### src/rtl/lge_pkg.sv
// ----------------------------------------------------------------------------
// Life grid package
// Grid geometry, field widths, command codes and shared types for the
// B3/S23 life grid engine.
// ----------------------------------------------------------------------------
package lge_pkg;

	localparam int GRID_W = 64;
	localparam int GRID_H = 64;

	localparam int MODE_W    = 2;
	localparam int X_W       = 6;
	localparam int Y_W       = 6;
	localparam int POP_OUT_W = 13;
	localparam int GEN_W     = 32;

	localparam int COL_W     = $clog2(GRID_W);
	localparam int ROW_W     = $clog2(GRID_H);
	localparam int CELLS     = GRID_W * GRID_H;
	localparam int POP_W     = $clog2(CELLS + 1);
	localparam int RPOP_W    = $clog2(GRID_W + 1);
	localparam int GRP_N     = (GRID_W + 7) / 8;
	localparam int GRP_CNT_W = 4;
	localparam int POP_MAX   = (1 << POP_OUT_W) - 1;
	localparam int CMP_W     = (POP_W > POP_OUT_W) ? POP_W : POP_OUT_W;

	localparam logic [MODE_W-1:0] MODE_SET   = 2'd0;
	localparam logic [MODE_W-1:0] MODE_CLEAR = 2'd1;
	localparam logic [MODE_W-1:0] MODE_STEP  = 2'd2;

	typedef logic [GRID_W-1:0] row_t;
	typedef logic [GRP_N-1:0][GRP_CNT_W-1:0] grp_cnt_t;

	// Per-cycle control for the rule unit during a sweep.
	typedef struct packed {
		logic             step;
		logic             hit;
		logic             set_val;
		logic [COL_W-1:0] col;
	} rule_ctl_t;

	// Population as reported on the result channel, clamped to the field.
	function automatic logic [POP_OUT_W-1:0] pop_sat(input logic [POP_W-1:0] v);
		logic [CMP_W-1:0] w;
		w = CMP_W'(v);
		if (w > CMP_W'(POP_MAX)) begin
			return POP_OUT_W'(POP_MAX);
		end
		return POP_OUT_W'(w);
	endfunction

endpackage

### src/rtl/lge_row_cell.sv
// ----------------------------------------------------------------------------
// Life grid row cell
// Holds one grid row and takes the row of its neighbor when the chain shifts.
// ----------------------------------------------------------------------------
module lge_row_cell (
	input  logic          clk,
	input  logic          arst_n,
	input  logic          shift,
	input  lge_pkg::row_t d,
	output lge_pkg::row_t row
);

	lge_pkg::row_t row_q;

	always_ff @(posedge clk or negedge arst_n) begin
		if (!arst_n) begin
			row_q <= '0;
		end else if (shift) begin
			row_q <= d;
		end
	end

	assign row = row_q;

endmodule

### config.mk
export PLATFORM = sky130hd
export DESIGN_NAME = lge_row_cell
export DESIGN_NICKNAME = d
export VERILOG_FILES = /design/src/rtl/lge_pkg.sv /design/src/rtl/lge_row_cell.sv
export SDC_FILE = /design/constraint.sdc
export NUM_CORES = 1
export LEC_CHECK = 0
export BUFFER_PORTS_ARGS = -buffer_cell sky130_fd_sc_hd__buf_2
export CAP_MARGIN = 40
export CORE_ASPECT_RATIO = 1.75
export CORE_MARGIN = 1
export CORE_UTILIZATION = 49
export CTS_BUF_LIST = sky130_fd_sc_hd__clkbuf_16
export CTS_CLUSTER_DIAMETER = 50
export DETAILED_ROUTE_END_ITERATION = 10
export GPL_TIMING_DRIVEN = 1
export PLACE_DENSITY = 0.82
export SLEW_MARGIN = 20
export SYNTH_ARGS = -nofsm -noshare
export SYNTH_HDL_FRONTEND = slang
export SYNTH_SLANG_ARGS = --single-unit
### constraint.sdc
create_clock -name clk -period 1.3 [get_ports clk]
set_input_delay 0.065 -clock clk [delete_from_list [all_inputs] [get_ports clk]]
set_output_delay 0.065 -clock clk [all_outputs]
set_load 0.01 [all_outputs]
==> results by group <==
Run status
  – Status: finished, violations left
  – Failing checks: design-rule violations

Global route
  – Initial antenna violation count: 0
  – Largest net degree at the start of global routing: 65
  – First-pass GRT wire length: 10460 um
  – Vias in the first global route: 2206
  – Tot GR Track Use: 0.2434
  – Overflow after GRT: 0

Pwr
  – Pwr Density: between 1000 and 1500 mW/mm^2
  – Max VDD drop: about 0.00092 V
  – Pwr Total: 5.632 mW
  – Lkg Pwr: 2.207 nW

Yosys
  – Mapped Cells: roughly 140
  – Leading area contributor after synthesis: dfrtp_1
  – Share of the synthesized area in the top cell type: 0.5979
  – Yosys synthesis warning count: 0
  – Syn nets: a little over 200
  – Synth top area cells: dfrtp_1, mux2_4, buf_12
  – Post-synthesis sequential area ratio: 0.5979
  – Yosys cell types: 5
  – Synthesized area: 0.002679 sq mm
  – Flops & latches, synth: 64
  – Synth Area per Inst: 19.84 sq um

Placed design
  – RePlAce Congestion: 0.7185
  – PortBufs: 130
  – Placement Cell Area: 0.003329 sq mm
  – Post-detail-place hpwl: 3806 um

Run
  – Max-cap violations: 0

Clocking
  – CTS tree: done
  – CTS clk-pin slew, worst paths: 0.06 ns
  – H-tree levels: 3
  – Clk_lat worst skew: 0.31 ns
  – Max Buffers Root-to-Sink: 2
  – CTS resizes: 0
  – Number of CTS-inserted buffers: 9
  – Root Buffer: clkbuf_16
  – Sink Count: 64

Critical path
  – Critical Path Start Type: flop
  – Crit path required time: 1.24 ns
  – Endpoint class of the critical path: output port
  – CP Cell Sequence: buf_2
  – Crit Path Class: reg2out
  – CP Buf/Inv Count: 1
  – Slowest CP cell: dfrtp_1
  – CP peak stage delay: 0.40 ns
  – Cell family with most CP delay: flip-flops
  – Arr. time, crit path: 0.87 ns
  – Critical path fanouts, max: 2

Cells and area
  – Most frequent cells in the layout: buf_2, dlygate4sd3_1, dfrtp_1
  – Seq. cell area: 0.001602 sq mm
  – Antenna diodes: 0
  – Commonest non-fill, non-tap cell in the layout: buf_2
  – Final core utilization: 0.8121
  – Multi-input logic area: ~950 sq um
  – Layout fillers: 275
  – Area Overhead vs Synth: 59.32%
  – Nets: roughly 400
  – Share of post-route cells with drive strength above 1: 0.6170
  – Largest register FFs: 64
  – Final Cell Area: 0.004268 sq mm

Drt
  – Drt via density: slightly below 5
  – DRC Markers: 6
  – Starting DRT DRC Count: 58
  – Drt pass-1 iters: 9
  – Antenna viol nets, final: 0
  – Routed Wire Length: about 6800 um
  – Routed length per instance: about 17 um
  – Vias: 1937

STA
  – RSZ-0062 raised after global routing: no
  – Final hold slack: 0.2847 ns
  – Worst Max-Slew Pin Slew: roughly 0.33 ns
  – Final Cycle Share: 0.7164
  – Tmin final: 0.9314 ns
  – Worst clock skew: 0 ns
  – Setup violations, final: 0
  – Max Freq: 1074 MHz
  – Max-slew violations: 0
  – Final hold violations: 0
  – Relative slew margins: 0.7807
  – Setup TNS: 0 ns

Floorplanning
  – Ports: 131
  – Die X: 57.89 um
  – Rows: 35
  – Die Ht: 99.81 um
  – DIE AREA: 0.005778 sq mm
  – Starting Density: 0.5098
  – Core area: 0.005255 sq mm

Min path
  – Hold WC Path Type: in2async
-- kinds of logic (layout without fill, tap and decap cells) --
kind of cell / Yosys count / count (layout) / synth area share
mux: 64 / 64 / 0.3531
flops: 64 / 64 / 0.5979
buf+inv: 7 / 214 / 0.04904
-- cells in the mapped netlist --
cell and count:
buf_6 1, mux2_2 4, dfrtp_1 64, mux2_4 60
buf_12 6
-- report_power, final --
| group | total, mW | leakage (nW) | switching, mW | internal (mW) |
|---|---|---|---|---|
| combinational | 1.03 | 1.32 | 0.395 | 0.634 |
| sequential | 2.32 | 0.748 | 0.122 | 2.20 |
| clock | 2.28 | 0.136 | 0.823 | 1.46 |
-- stage by stage --
stage / setup WS [ns] / std cells
CTS: 0.3626 / 396
detailed placement: 0.3753 / 316
global route: 0.3441 / 397
floorplan: 0.5037 / 135
finish: 0.3686 / 397
global placement: 0.4013 / 316
-- path summary, 6_finish.rpt --
check	start	endpoint	slack (ns)	depth (start not counted)
setup / recovery	row[26]	row[26]	0.37	1
hold / removal	arst_n	row[8]	0.28	3
setup reg to reg	row[20]	row[20]	0.51	1
hold reg to reg	row[32]	row[32]	0.50	1
max in group asynchronous	arst_n	row[34]	0.74	3
min in group clk	shift	row[58]	0.31	3
-- final cells by class --
type                       count  area share
clock buffer                   9     0.05277
multi-input combinational     64      0.2216
timing repair buffer         198      0.3196
sequential                    64      0.3753
tap                           55     0.01612
clock inverter                 7     0.01466
-- timing repair --
| action | in CTS | in global routing |
|---|---|---|
| hold buffers | 64 | 1 |
| buffers inserted | 0 | 0 |
| hold endpoints to repair | 127 | 1 |
-- metal layers --
| layer | up-vias | part of all wire | track usage |
|---|---|---|---|
| met5 | - | 0 | 0 |
| met4 | 0 | 0.019 | 0.08242 |
| met3 | 12 | 0.046 | 0.05284 |
| met2 | 87 | 0.57 | 0.4536 |
| met1 | 966 | 0.37 | 0.2639 |
| li1 | 872 | - | - |
No activity file was read; power rests on OpenSTA's default activity.
