--- src/rtl/lge_pkg.sv ---
// ----------------------------------------------------------------------------
// Life grid package
// Grid geometry, field widths, command codes and shared types for the
// B3/S23 life grid engine.
// ----------------------------------------------------------------------------
package lge_pkg;

	localparam int GRID_W = 64;
	localparam int GRID_H = 64;

	localparam int MODE_W    = 2;
	localparam int X_W       = 6;
	localparam int Y_W       = 6;
	localparam int POP_OUT_W = 13;
	localparam int GEN_W     = 32;

	localparam int COL_W     = $clog2(GRID_W);
	localparam int ROW_W     = $clog2(GRID_H);
	localparam int CELLS     = GRID_W * GRID_H;
	localparam int POP_W     = $clog2(CELLS + 1);
	localparam int RPOP_W    = $clog2(GRID_W + 1);
	localparam int GRP_N     = (GRID_W + 7) / 8;
	localparam int GRP_CNT_W = 4;
	localparam int POP_MAX   = (1 << POP_OUT_W) - 1;
	localparam int CMP_W     = (POP_W > POP_OUT_W) ? POP_W : POP_OUT_W;

	localparam logic [MODE_W-1:0] MODE_SET   = 2'd0;
	localparam logic [MODE_W-1:0] MODE_CLEAR = 2'd1;
	localparam logic [MODE_W-1:0] MODE_STEP  = 2'd2;

	typedef logic [GRID_W-1:0] row_t;
	typedef logic [GRP_N-1:0][GRP_CNT_W-1:0] grp_cnt_t;

	// Per-cycle control for the rule unit during a sweep.
	typedef struct packed {
		logic             step;
		logic             hit;
		logic             set_val;
		logic [COL_W-1:0] col;
	} rule_ctl_t;

	// Population as reported on the result channel, clamped to the field.
	function automatic logic [POP_OUT_W-1:0] pop_sat(input logic [POP_W-1:0] v);
		logic [CMP_W-1:0] w;
		w = CMP_W'(v);
		if (w > CMP_W'(POP_MAX)) begin
			return POP_OUT_W'(POP_MAX);
		end
		return POP_OUT_W'(w);
	endfunction

endpackage

--- src/rtl/lge_rule_unit.sv ---
// ----------------------------------------------------------------------------
// Life grid rule unit
// Computes the next value of the head row, by the B3/S23 rule from its two
// neighbor rows, by a single cell edit or unchanged; counts its live cells.
// ----------------------------------------------------------------------------
module lge_rule_unit (
	input  lge_pkg::row_t      above,
	input  lge_pkg::row_t      cur,
	input  lge_pkg::row_t      below,
	input  lge_pkg::rule_ctl_t ctl,
	output lge_pkg::row_t      nxt_row,
	output lge_pkg::grp_cnt_t  grp_cnt
);

	localparam int PAD_W = lge_pkg::GRP_N * 8;

	logic [lge_pkg::GRID_W+1:0] a_p;
	logic [lge_pkg::GRID_W+1:0] c_p;
	logic [lge_pkg::GRID_W+1:0] b_p;
	logic [PAD_W-1:0]           nxt_pad;

	// Zero padding on both sides makes cells beyond the edge count as dead.
	assign a_p = {1'b0, above, 1'b0};
	assign c_p = {1'b0, cur, 1'b0};
	assign b_p = {1'b0, below, 1'b0};

	always_comb begin
		logic [3:0] n;
		logic       life;
		n    = '0;
		life = 1'b0;
		for (int c = 0; c < lge_pkg::GRID_W; c++) begin
			n = 4'(a_p[c]) + 4'(a_p[c+1]) + 4'(a_p[c+2]) + 4'(c_p[c]) +
				4'(c_p[c+2]) + 4'(b_p[c]) + 4'(b_p[c+1]) + 4'(b_p[c+2]);
			life = (n == 4'd3) || (cur[c] && (n == 4'd2));
			if (ctl.step) begin
				nxt_row[c] = life;
			end else if (ctl.hit && (lge_pkg::COL_W'(c) == ctl.col)) begin
				nxt_row[c] = ctl.set_val;
			end else begin
				nxt_row[c] = cur[c];
			end
		end
	end

	assign nxt_pad = PAD_W'(nxt_row);

	always_comb begin
		logic [lge_pkg::GRP_CNT_W-1:0] cnt;
		cnt = '0;
		for (int g = 0; g < lge_pkg::GRP_N; g++) begin
			cnt = '0;
			for (int b = 0; b < 8; b++) begin
				cnt = cnt + lge_pkg::GRP_CNT_W'(nxt_pad[g*8+b]);
			end
			grp_cnt[g] = cnt;
		end
	end

endmodule

--- config.mk ---
export PLATFORM = sky130hd
export DESIGN_NAME = lge_rule_unit
export DESIGN_NICKNAME = d
export VERILOG_FILES = /design/src/rtl/lge_pkg.sv /design/src/rtl/lge_rule_unit.sv
export SDC_FILE = /design/constraint.sdc
export NUM_CORES = 1
export LEC_CHECK = 0
export ABC_AREA = 1
export BUFFER_PORTS_ARGS = -buffer_cell sky130_fd_sc_hd__buf_2
export CAP_MARGIN = 20
export CORE_ASPECT_RATIO = 0.6
export CORE_UTILIZATION = 30
export DETAILED_ROUTE_END_ITERATION = 8
export REMOVE_ABC_BUFFERS = 1
export SETUP_SLACK_MARGIN = 0.05
export SLEW_MARGIN = 15
export SYNTH_ARGS = -nofsm -noshare
export SYNTH_HDL_FRONTEND = slang
export SYNTH_SLANG_ARGS = --single-unit
--- constraint.sdc ---
create_clock -name vclk -period 14.4
set_input_delay 2.16 -clock vclk [all_inputs]
set_output_delay 2.16 -clock vclk [all_outputs]
set_load 0.05 [all_outputs]
==> summary.md, run 1 <==
| Metric | Value |
|---|---|
| Sw Share | `a little under 70%` |
| Peak VDD IR | `269.3 µV` |
| Pwr dens | `between 100 and 150 nW/µm²` |
| RSZ-0062 raised after global routing | `no` |
| Pre-Repair DR Iteration Count | `5` |
| Min-delay worst type | `primary input to primary output` |
| Number of core rows | `between 60 and 70` |
| Outcome | `finished, final reports clean` |
| Grt met2 use | `about a third` |
| Met1 usage | `~26%` |
| CP Max Fanout | `3` |
| Worst path slowest cell | `fa_1` |
| Required time at the worst-slack endpoint | `between 10 and 15 ns` |
| Synthesized area | `approximately 15000 µm²` |
| Final antenna-violating net count | `0` |
| Sequential cell fraction of total power | `0%` |
| Crit path top cell by count | `fa_1` |
| Post-Syn Instances | `1949` |
| CLK BUF | `0` |
| Final Cycle Share | `around 69%` |
| Cell-internal power | `640.4 µW` |
| Iteration-0 DRC count of the detailed router | `roughly 670` |
| Gr usage total | `18.52%` |
| Worst Tran Pin Value | `about 0.9 ns` |
| I/O Buffers | `297` |
| Period minus WS final | `between 9 and 10 ns` |
| Share of cells above drive strength 1 | `15.04%` |
| Setup_tns | `0 ns` |
| Gr ovfl total | `0` |
| Ports | `between 200 and 300` |
| Hold_sp | `cur[63]` |
| Die ar. | `49270 µm²` |
| Seq. cell area | `0 µm²` |
| Syn avg cell area | `7.444 µm²` |
| Placed cells | `about 2900` |
| Yosys cell types | `29` |
| Startpoint Class | `primary input` |
| Core ar. | `about 47000 µm²` |
| Max Cap Viol | `0` |
| Global-route wire length before repair | `around 70000 µm` |
| Placer Congestion | `around 0.83` |
| Starting density of the core | `30.86%` |
| Sequential cells | `0` |
| Post-synthesis sequential area ratio | `0%` |
| Die Width | `about 290 µm` |
| Max frequency | `approximately 0.10 GHz` |
| WL final | `about 45000 µm` |
| CP Class | `primary input to primary output` |
| Setup Buffers After CTS | `0` |
| Critical Path Max Stage Delay | `~0.55 ns` |
| Post-Layout Inst Area | `approximately 17000 µm²` |
| Final setup fails | `0` |
| Count leader, synth | `inv_1` |
| Comb pwr share | `100.0%` |
| DR DRC count | `0` |
| Main area contributors after synthesis | `fa_1 (39%), ha_1 (18%), inv_1 (15%), nand2_1 (8.6%), nor2_1 (4.9%)` |
| Finished Layout Cells | `about 2900` |
| Die span in y | `about 170 µm` |
| Routed vias | `about 13000` |
| Antenna violations before repair | `14` |
| Psw | `1415 µW` |
| Fin. Hold Viols | `0` |
| CP endpoint kind | `primary output` |
| Global routing usage on met3 | `roughly 1.2%` |
| Busiest grt layer | `met2` |
| Area of placed instances | `around 17000 µm²` |
| Leakage power | `0.009710 µW` |
| Nets@finish | `slightly below 3000` |
| Largest net degree at the start of global routing | `49` |
| Synth top area share | `about two fifths` |
| Hpwl dp | `just over 40000 µm` |
| Critical Path Start | `above[47]` |
| Clk pwr share | `0%` |
| CP arrival | `just under 8 ns` |
| P&R area growth vs syn | `14.98%` |
| Post-cts repair resize count | `0` |
| Crit path cell chain | `buf_2 > inv_1 > fa_1 > fa_1 > fa_1 > inv_1 > ha_1 > fa_1 > o211ai_1 > o21ai_1 > fa_1 > inv_1 > fa_1 > fa_1 > inv_1 > ha_1 > fa_1 > xor2_1 > buf_2` |
| Via density | `about 4.5` |
| Drt wl/cell | `between 15 and 20 µm` |
| Number of global-route vias before repair | `between 10000 and 15000` |
| Synth top cells by count | `inv_1 (564), nand2_1 (332), fa_1 (284), ha_1 (212), nor2_1 (189)` |
| Yosys warns | `0` |
| Worst relative slew slack | `38.53%` |
| Slew Viols, Final | `0` |
| Hold_buf cts | `0` |
| Yosys top cell by area | `fa_1` |
-- critical path: cells and delay by family --
family / cells / cell delay, ns
XOR/XNOR: 1 / 0.14
buffers and inverters: 6 / 0.67
AO/OA/AOI/OAI: 2 / 0.51
adder cells (fa/ha/maj): 10 / 4.25
-- power groups by stage --
stage	logic [µW]	registers (µW)	clock network (µW)
after floorplan	1610	0	0
after global placement	1990	0	0
after detailed placement	2070	0	0
after CTS	2080	0	0
after global routing	2320	0	0.0000559
final	2060	0	0.0000516
-- cell type report --
| class | instances | area (µm²) |
|---|---|---|
| multi-input cells | 1346 | 12190 |
| diodes | 9 | 22.52 |
| fillers | 5046 | 30330 |
| well taps | 630 | 788.3 |
| repair buffers | 302 | 1524 |
| inverters | 573 | 2153 |
-- metal layers --
metal  routed length [µm]  up-vias
li1                     -     6372
met2                21110      336
met3                 2267       55
met4                  798        2
met1                21180     6197
met5                    8        -
-- cell families after synthesis --
| logic type | synth area share (%) |
|---|---|
| AND/OR/NAND/NOR | 19.73 |
| buffers and inverters | 15.97 |
| adder cells (fa/ha/maj) | 57.47 |
| AO/OA/AOI/OAI | 6.097 |
| XOR/XNOR | 0.7244 |
-- layout by cell type, fill, tap and decap left out --
master and count:
a21oi_1 53, buf_4 5, nor2_4 7, o211ai_1 4, o21ai_0 71, nand2_1 332, xnor2_1 5, a31o_2 1
nand3_1 112, nand4_1 17, nor2b_1 1, o21ai_1 9, inv_1 564, clkinv_2 2, nand3_2 2, buf_2 297
nand3b_1 4, inv_2 7, diode_2 9, nor3_1 6, fa_1 284, nor2_2 9, o211a_1 18, ha_1 212
nand2_2 4, xor2_1 7, nor2_1 188
-- per-stage QoR --
step,worst slack (ns),util [%],total power (µW),hold WS (ns)
6_report,4.484,35.48,2055,4.900
5_1_grt,4.166,35.46,2324,4.957
4_1_cts,4.468,35.43,2078,4.901
3_5_place_dp,4.514,35.43,2067,4.892
3_3_place_gp,4.491,35.43,1990,4.884
2_1_floorplan,3.921,-,1613,4.586
-- worst paths after layout --
kind	slack (ns)	cells after the start	endpoint
setup / recovery	4.48	19	grp_cnt[26]
hold / removal	4.90	4	nxt_row[63]
Power figures use the tool's default switching activity.
==> run 2: changes to the inputs <==
==> constraint.sdc (replaced) <==
create_clock -name vclk -period 9.23
set_input_delay 1.3845 -clock vclk [all_inputs]
set_output_delay 1.3845 -clock vclk [all_outputs]
set_load 0.05 [all_outputs]
==> run 2 against run 1 <==
Effect of this change: routed wire length up 0.83%; worst setup slack worse by 3.7 ns; sequential cell count unchanged; largest cell class unchanged; clock-buffer cell count unchanged; via count about the same; cell count up 0.17%.
==> summary.md, run 2 (synthesis results as in run 1) <==
| Metric | Value |
|---|---|
| Outcome | `finished, final reports clean` |
| Number of global-route vias before repair | `approximately 13000` |
| Seq. cell area | `0 µm²` |
| Post-Layout Inst Area | `16730 µm²` |
| Die span in y | `172.3 µm` |
| Final setup fails | `0` |
| Iteration-0 DRC count of the detailed router | `just under 700` |
| Starting density of the core | `approximately 30%` |
| Die Width | `roughly 290 µm` |
| WL final | `roughly 46000 µm` |
| Max Cap Viol | `0` |
| Worst Tran Pin Value | `0.9557 ns` |
| CP Capture Point | `grp_cnt[30]` |
| I/O Buffers | `between 200 and 300` |
| Peak VDD IR | `around 420 µV` |
| Setup_tns | `0 ns` |
| Most common cell after layout, fill and taps aside | `inv_1` |
| Most frequent cells in the layout | `inv_1 (564), nand2_1 (332), buf_2 (297), fa_1 (284), ha_1 (212)` |
| Routed vias | `between 10000 and 15000` |
| Min-delay worst type | `primary input to primary output` |
| Final Cycle Share | `90.99%` |
| Number of core rows | `61` |
| Drt wl/cell | `roughly 16 µm` |
| Nets@finish | `about 2900` |
| Fin. Hold Viols | `0` |
| Required time at the worst-slack endpoint | `roughly 8 ns` |
| Core ar. | `47020 µm²` |
| Ports | `about 300` |
| Final antenna-violating net count | `0` |
| Global-route wire length before repair | `roughly 71000 µm` |
| Tot Pwr | `approximately 3200 µW` |
| Max frequency | `about 0.12 GHz` |
| Leakage power | `approximately 0.0097 µW` |
| CLK BUF | `0` |
| Pwr dens | `191.7 nW/µm²` |
| RSZ-0062 raised after global routing | `no` |
| CP Max Fanout | `3` |
| Worst relative slew slack | `36.05%` |
| P&R area growth vs syn | `15.29%` |
| Sequential cells | `0` |
| Via density | `4.525` |
| CP Class | `primary input to primary output` |
| Pre-Repair DR Iteration Count | `5` |
| Post-cts repair resize count | `0` |
| Hpwl dp | `40910 µm` |
| Hold_buf cts | `0` |
| Largest net degree at the start of global routing | `47` |
| CP arrival | `roughly 7 ns` |
| Die ar. | `about 49000 µm²` |
| Placer Congestion | `around 0.87` |
| Share of cells above drive strength 1 | `between 10% and 20%` |
| Slew Viols, Final | `0` |
| Antenna violations before repair | `11` |
| Gr ovfl total | `0` |
| Gr usage total | `between 10% and 20%` |
| Area of placed instances | `approximately 17000 µm²` |
| Critical Path Start | `above[55]` |
| Period minus WS final | `between 8 and 9 ns` |
| CP endpoint kind | `primary output` |
| DR DRC count | `0` |
| Setup Buffers After CTS | `0` |
| Startpoint Class | `primary input` |
## run 2: cell types whose count changed in the layout (fill, tap and decap cells not counted), sizes merged
cell	previous run	this run
diode	9	10
buf	302	306
## run 2: metal layers
layer	global-route usage, %	vias up	wire (µm)
li1	-	6374	-
met1	25.85	6204	21340
met2	31.75	341	21330
met3	1.372	44	2332
met4	3.092	0	739
met5	0	-	0
## run 2: report_power, final
group	leakage, µW	internal [µW]	switching (µW)
clock	0.0000000634	0.000145	0
combinational	0.00973	1000	2210
sequential	0	0	0
total	0.00973	1000	2210
## run 2: how the worst min path moves through the flow
| stage | startpoint | endpoint | cells past startpoint |
|---|---|---|---|
| after CTS | cur[63] | nxt_row[63] | 4 |
| final | cur[63] | nxt_row[63] | 4 |
| after floorplan | ctl[8] | nxt_row[15] | 3 |
| after detailed placement | cur[63] | nxt_row[63] | 4 |
| after global routing | cur[11] | nxt_row[11] | 6 |
| after global placement | cur[63] | nxt_row[63] | 4 |
## run 2: area by class of cell
class,instances,area (µm²)
Fill cell,4996,30290
Multi-Input combinational cell,1346,12190
Timing Repair Buffer,306,1567
Tap cell,630,788.3
Antenna cell,10,25.02
Inverter,573,2153
## run 2: stage by stage
step	hold WS [ns]	utilization (%)	setup slack [ns]	std cells
after floorplan	3.035	-	0.3018	1919
after global placement	3.336	35.52	0.8651	2855
after detailed placement	3.334	35.52	0.8192	2855
after CTS	3.345	35.52	0.8227	2855
after global routing	3.398	35.55	0.5342	2861
final	3.345	35.58	0.8316	2865
## run 2: critical path, cell delays in order
cell	delay, ns
buf_2	0.13
inv_1	0.07
fa_1	0.56
fa_1	0.42
fa_1	0.49
inv_1	0.04
ha_1	0.20
fa_1	0.48
nand2_1	0.05
nor2_1	0.12
nand2_1	0.06
a21oi_1	0.18
nor2_1	0.10
fa_1	0.53
inv_1	0.05
fa_1	0.50
inv_1	0.05
fa_1	0.50
inv_1	0.04
ha_1	0.21
fa_1	0.38
xor2_1	0.17
buf_2	0.28
